$ cat config.mk
export PLATFORM = sky130hd
export DESIGN_NAME = lap_out_buf
export DESIGN_NICKNAME = d
export VERILOG_FILES = /design/src/rtl/lap_pkg.sv /design/src/rtl/lap_out_buf.sv
export SDC_FILE = /design/constraint.sdc
export NUM_CORES = 1
export LEC_CHECK = 0
export BUFFER_PORTS_ARGS = -buffer_cell sky130_fd_sc_hd__buf_4
export CORE_MARGIN = 5
export CORE_UTILIZATION = 54
export CTS_BUF_LIST = sky130_fd_sc_hd__clkbuf_8
export CTS_CLUSTER_DIAMETER = 30
export DETAILED_ROUTE_END_ITERATION = 10
export PLACE_DENSITY = 0.9
export SETUP_SLACK_MARGIN = 0.5
export SYNTH_ARGS = -nofsm -noshare
export SYNTH_HDL_FRONTEND = slang
export SYNTH_SLANG_ARGS = --single-unit
$ cat constraint.sdc
create_clock -name clock -period 3.5 [get_ports clock]
set_input_delay 0.7 -clock clock [delete_from_list [all_inputs] [get_ports clock]]
set_output_delay 0.7 -clock clock [all_outputs]
set_load 0.02 [all_outputs]
$ cat src/rtl/lap_pkg.sv
`default_nettype none
// ============================================================================
// lap_pkg: shared types and constants of the 3x3 Laplacian filter
// Field widths, register indexes, item codes and the line-store word layout.
// ============================================================================
package lap_pkg;

   localparam int PIXEL_W    = 8;
   localparam int SUM_W      = 11;
   localparam int WIDTH_W    = 11;
   localparam int HEIGHT_W   = 13;
   localparam int CSR_ADDR_W = 2;
   localparam int CSR_DATA_W = 16;

   localparam logic [CSR_ADDR_W-1:0] REG_IMAGE_WIDTH  = 2'd0;
   localparam logic [CSR_ADDR_W-1:0] REG_IMAGE_HEIGHT = 2'd1;

   localparam logic ACT_PIXEL = 1'b0;
   localparam logic ACT_FLUSH = 1'b1;

   localparam logic [WIDTH_W-1:0]  RESET_WIDTH  = 11'd512;
   localparam logic [HEIGHT_W-1:0] RESET_HEIGHT = 13'd512;
   localparam logic [PIXEL_W-1:0]  PIXEL_MAX    = 8'd255;

   // One line-store entry: the pixel two rows up and the pixel one row up.
   typedef struct packed {
      logic [PIXEL_W-1:0] upper;
      logic [PIXEL_W-1:0] middle;
   } line_word_type;

   typedef struct packed {
      logic signed [SUM_W-1:0] raw_sum;
      logic [PIXEL_W-1:0]      pixel_out;
      logic                    last;
   } rsp_type;

endpackage
`default_nettype wire

$ cat src/rtl/lap_out_buf.sv
`default_nettype none
// ============================================================================
// lap_out_buf: two-entry result buffer
// An output register plus a skid entry, so the input side keeps flowing
// while a result waits on the receiver.
// ============================================================================
module lap_out_buf (
   input  wire logic             clock,
   input  wire logic             reset,
   input  wire logic             push,
   input  wire lap_pkg::rsp_type push_data,
   output      logic             can_push,
   output      logic             out_valid,
   input  wire logic             out_ready,
   output      lap_pkg::rsp_type out_data
);
   import lap_pkg::*;

   rsp_type main_ff, main_in;
   rsp_type skid_ff, skid_in;
   logic    main_valid_ff, main_valid_in;
   logic    skid_valid_ff, skid_valid_in;

   assign can_push  = !skid_valid_ff;
   assign out_valid = main_valid_ff;
   assign out_data  = main_ff;

   always_comb begin
      main_in       = main_ff;
      skid_in       = skid_ff;
      main_valid_in = main_valid_ff;
      skid_valid_in = skid_valid_ff;
      if (main_valid_ff && out_ready) begin
         main_valid_in = 1'b0;
      end
      if (!main_valid_in && skid_valid_ff) begin
         main_in       = skid_ff;
         main_valid_in = 1'b1;
         skid_valid_in = 1'b0;
      end
      if (push) begin
         if (!main_valid_in) begin
            main_in       = push_data;
            main_valid_in = 1'b1;
         end else begin
            skid_in       = push_data;
            skid_valid_in = 1'b1;
         end
      end
   end

   always_ff @(posedge clock) begin
      main_ff <= main_in;
      skid_ff <= skid_in;
   end

   always_ff @(posedge clock) begin
      if (reset) begin
         main_valid_ff <= 1'b0;
         skid_valid_ff <= 1'b0;
      end else begin
         main_valid_ff <= main_valid_in;
         skid_valid_ff <= skid_valid_in;
      end
   end

endmodule
`default_nettype wire

# After elaboration in Yosys (flattened, before gate mapping)
# Index checks and enable logic that the tools add are counted.
classes:
  muxes: 9
  reduce_logical: 5
ops:
  columns: ["operator", "count"]
  rows:
  - ["20-bit two-way mux", 3]
  - ["1-bit two-way mux", 6]
  - ["1-bit logical AND", 2]
  - ["1-bit logical NOT", 2]
  - ["2-bit AND reduction", 1]
totals:
  register_bits: 42
  output_inout_bits: 22
  elab_cells: 22

# Longest topological paths before layout
depth:
  word_depth: 7
  mapped_depth: 5

# Worst setup path before layout
# OpenSTA, ideal clock, no wires.
synth_path:
  path_kind: "input to register"
  from: "in out_ready"
  to: "reg skid_ff[0] in the netlist's numbering (enable)"
  setup_ps: 428
  t_arrival_ps: 2515
  t_required_ps: 3072
  setup_slack_ps: 557
  stages: 3
  n_path_buf: 1
  path_cell_list: "nand2b_4 buf_2 a21boi_0"
synth_via:
  elab_chain_cells: 6
synth_lines:
  columns: ["element", "line_no", "rtl"]
  rows:
  - ["start, declared", "lap_out_buf.sv:14", "input wire logic out_ready,"]
  - ["1-bit logical AND (*)", "lap_out_buf.sv:33", "if (main_valid_ff && out_ready) begin"]
  - ["1-bit two-way mux (*)", "lap_out_buf.sv:33", null]
  - ["1-bit logical NOT", "lap_out_buf.sv:36", "if (!main_valid_in && skid_valid_ff) begin"]
  - ["1-bit logical AND", "lap_out_buf.sv:36", null]
  - ["1-bit two-way mux (*)", "lap_out_buf.sv:36", null]
  - ["2-bit AND reduction (no source line) (*)", null, null]
  - ["end signal, assigned", "lap_out_buf.sv:54", "skid_ff <= skid_in;"]
  - ["end, declared", "lap_out_buf.sv:20", "rsp_type skid_ff, skid_in;"]
# Mark *: on every way between the ends. The rest lies on a longest branch, timed or not.
# A chain may end at the register's enable or synchronous reset.

# Worst setup path in the final report
layout_path:
  from: "reg skid_valid_ff"
  to: "out can_push"
layout_via:
  elab_chain_cells: 1
layout_lines:
  columns: ["element", "line_no", "rtl"]
  rows:
  - ["start, declared", "lap_out_buf.sv:22", "logic skid_valid_ff, skid_valid_in;"]
  - ["start signal, assigned", "lap_out_buf.sv:63", "skid_valid_ff <= skid_valid_in;"]
  - ["1-bit logical NOT", "lap_out_buf.sv:24", "assign can_push = !skid_valid_ff;"]
  - ["end, declared", "lap_out_buf.sv:12", "output logic can_push,"]
# Every way passes these cells.

==> results.toml <==
[run_status]
outcome = "complete, no violations"

[power_and_ir_drop]
power_dens_cells_mw_per_mm2 = 527
swShare_pct = 26.1
power.sequential.fraction_pct = 51.9
vdd_drop_max_uv = 325
combinational_share_of_power_pct = 20.4
power.switching_uw = 292
fin_total_pwr_mw = 1.12
clockPowerShare_pct = 27.7
power.leakage_nw = 0.821
cell_internal_power_dissipation_uw = 827

[critical_path]
worst_ep_arrival_time_ps = 1240
worst_ep_required_time_ps = 2800
crit_chain = "buf_4 > inv_2 > buf_4"
critical_path.slowest_cell = "sky130_fd_sc_hd__buf_4"
crit_path_end_kind = "output pin"
cell_repeated_most_along_the_worst_path = "sky130_fd_sc_hd__buf_4"
crit_path_start_kind = "register"
slowest_delay_ps = 360
timing.critical_path.fanout_max = 45
crit_type = "register to output pin"

[clocking]
ctsResizeCount = 0
cts_hold_repair.buffers = 0
cts_inserted_buffers = 5
clock_tree_from_tritoncts = "yes"
cts.path.max_buffers = 2
postCtsSetupBuffers = 0
clock_insertion_delay_at_the_later_pin_of_the_skew_report_ps = 290
h_tree_levels = 2
ctsRootBufferMaster = "sky130_fd_sc_hd__clkbuf_8"
clk_pin_slew_ps = 70
cts_sinks = 42

[sta]
final.setup.tns_ps = 0
maxSlewHeadroom_pct = 46.0
layout_worst_path_cycle_share_pct = 55.4
finalWorstPathRequiredPeriod_ps = 1940
unrepaired_setup_endpoints_after_global_routing = "no"
post-route-worst-setup-slack_ps = 1560
hold_viol_final = 0
worst_clock_skew_ps = 2.82
clock.fmax_mhz = 516
finalSetupViolCount = 0
worstMarginPinSlew_ps = 808
max_slew_violation_count = 0

[cells_and_area]
drive_above_1_share_pct = 31.9
synthToLayoutAreaGrowth_pct = 23.9
instances_no_fill = 232
final_net_count = 211
antennaDiodeCount = 0

[global_routing]
groute.usage.overall_pct = 17.4
grt_pass1_wl_um = 5640
first_global_vias = 1167
grt_max_degree = 46
globalRoute.totalOverflow = 0
grt_antenna_before_repair = 0

[synth]
synth.lib_cells_used.distinct = 18
mappedNetlistNets = 170
synth-seq-cells = 42
postSynthCellCount = 146
ys_seq_area_share_pct = 60.7
post_synthesis_instance_area_sq_mm = 0.00171
yosys_warnings = 0
synthesis.area_per_instance_sq_um = 11.7

[floorplanning]
die_width_um = 66.3
core-area_sq_mm = 0.00305
fp.dieArea_sq_mm = 0.00440
floorplan.rows = 20
boundaryPins = 46
die_y_um = 66.3
initial_utilization_pct = 56.1

[detailed_routing]
drtAntennaViolNets = 0
wl_um = 3580
post_route_drc = 0
ratio_of_routed_vias_to_standard_cells = 5.48
detail_route.wl_per_cell_um = 15.4
drt_pass1_iterations = 4
drt-initial-drc-count = 93
via_count = 1271

[place]
place_ws_ps = 1280
portBuffers = 45
dp.final_hpwl_um = 2400
place.detailed.instances = 224
gp_congestion = 0.708

[worst_hold_path]
hold_path_class = "primary input to register"

[run]
drv.max_cap_violation_count = 0
## flip-flops by register name, indices dropped and copies added, names as in the netlist
name           cells
out_data          20
out_valid          1
skid_ff           20
skid_valid_ff      1
## cells by family (layout without fill, tap and decap cells)
group | after synthesis | count (layout) | synth area share (%)
AO/OA/AOI/OAI | 63 | 63 | 26.1
flip-flops | 42 | 42 | 60.7
AND/OR/NAND/NOR | 27 | 27 | 7.59
buffers and inverters | 14 | 56 | 5.62
## placed cells by master, fill, tap and decap left out
| cell | n |
|---|---|
| sky130_fd_sc_hd__nor3_1 | 1 |
| sky130_fd_sc_hd__inv_1 | 1 |
| sky130_fd_sc_hd__nand2b_4 | 2 |
| sky130_fd_sc_hd__a21boi_1 | 3 |
| sky130_fd_sc_hd__a21boi_0 | 17 |
| sky130_fd_sc_hd__o22a_1 | 20 |
| sky130_fd_sc_hd__a21oi_2 | 1 |
| sky130_fd_sc_hd__inv_2 | 1 |
| sky130_fd_sc_hd__buf_4 | 47 |
| sky130_fd_sc_hd__a21boi_2 | 1 |
| sky130_fd_sc_hd__nor2_1 | 1 |
| sky130_fd_sc_hd__dfxtp_1 | 22 |
| sky130_fd_sc_hd__nand2_1 | 21 |
| sky130_fd_sc_hd__nand3_1 | 1 |
| sky130_fd_sc_hd__and2b_4 | 1 |
| sky130_fd_sc_hd__clkinv_2 | 1 |
| sky130_fd_sc_hd__clkbuf_8 | 6 |
| sky130_fd_sc_hd__edfxtp_1 | 20 |
| sky130_fd_sc_hd__a21oi_1 | 20 |
| sky130_fd_sc_hd__o21ai_0 | 1 |
## layout make-up
cell class	count	area [sq um]
flip-flops and latches	42	1040
fillers	239	928
multi-input cells	90	581
repair buffers	47	353
clock buffers	6	82.6
well taps	44	55.1
clock inverters	2	8.76
inverters	1	3.75
## critical path, delay by kind of cell (launching register included)
family,cells,cell delay (ps)
buffers and inverters,3,630
DFF,1,310
## worst paths after layout
check / start / end / slack [ps] / cells past startpoint
min reg2reg: out_data[10]$_DFF_P_ / out_data[10]$_DFF_P_ / 630 / 2
min: reset / out_valid$_SDFF_PP0_ / 570 / 2
max: skid_valid_ff$_SDFF_PP0_ / can_push / 1560 / 3
max reg2reg: skid_valid_ff$_SDFF_PP0_ / out_data[7]$_DFF_P_ / 1680 / 4
## power by group through the flow
stage	logic, mW	registers, mW	clock network [mW]
2_1_floorplan	0.0941	0.632	0
3_3_place_gp	0.222	0.590	0
3_5_place_dp	0.229	0.592	0
4_1_cts	0.230	0.581	0.322
5_1_grt	0.245	0.586	0.353
6_report	0.229	0.581	0.310
## cells in the mapped netlist, drive strengths merged
library cell / n / share of area [%]
nor2: 1 / 0.22
nand2b: 2 / 1.6
a21boi: 21 / 9.2
inv: 1 / 0.22
a21oi: 21 / 6.4
nand3: 1 / 0.29
dfxtp: 22 / 26
and2b: 1 / 0.58
o22a: 20 / 10
nor3: 1 / 0.29
o21ai: 1 / 0.29
edfxtp: 20 / 35
buf: 13 / 5.4
nand2: 21 / 4.6
## metrics by stage
stage	hold WS [ps]	area (sq um)	util, %
detailed placement	622	2030	66.6
global placement	607	2030	66.6
floorplan	605	1710	-
CTS	552	2120	69.6
finish	568	2120	69.6
global route	547	2120	69.6
## metal layers
metal / global-route usage (%) / up-vias / wire [um]
met2: 25.9 / 54 / 1630
li1: - / 617 / -
met4: 7.61 / 0 / 61
met1: 22.4 / 593 / 1570
met5: 0 / - / 0
met3: 6.46 / 7 / 320
Note: power is estimated with default switching activity, not from simulation.
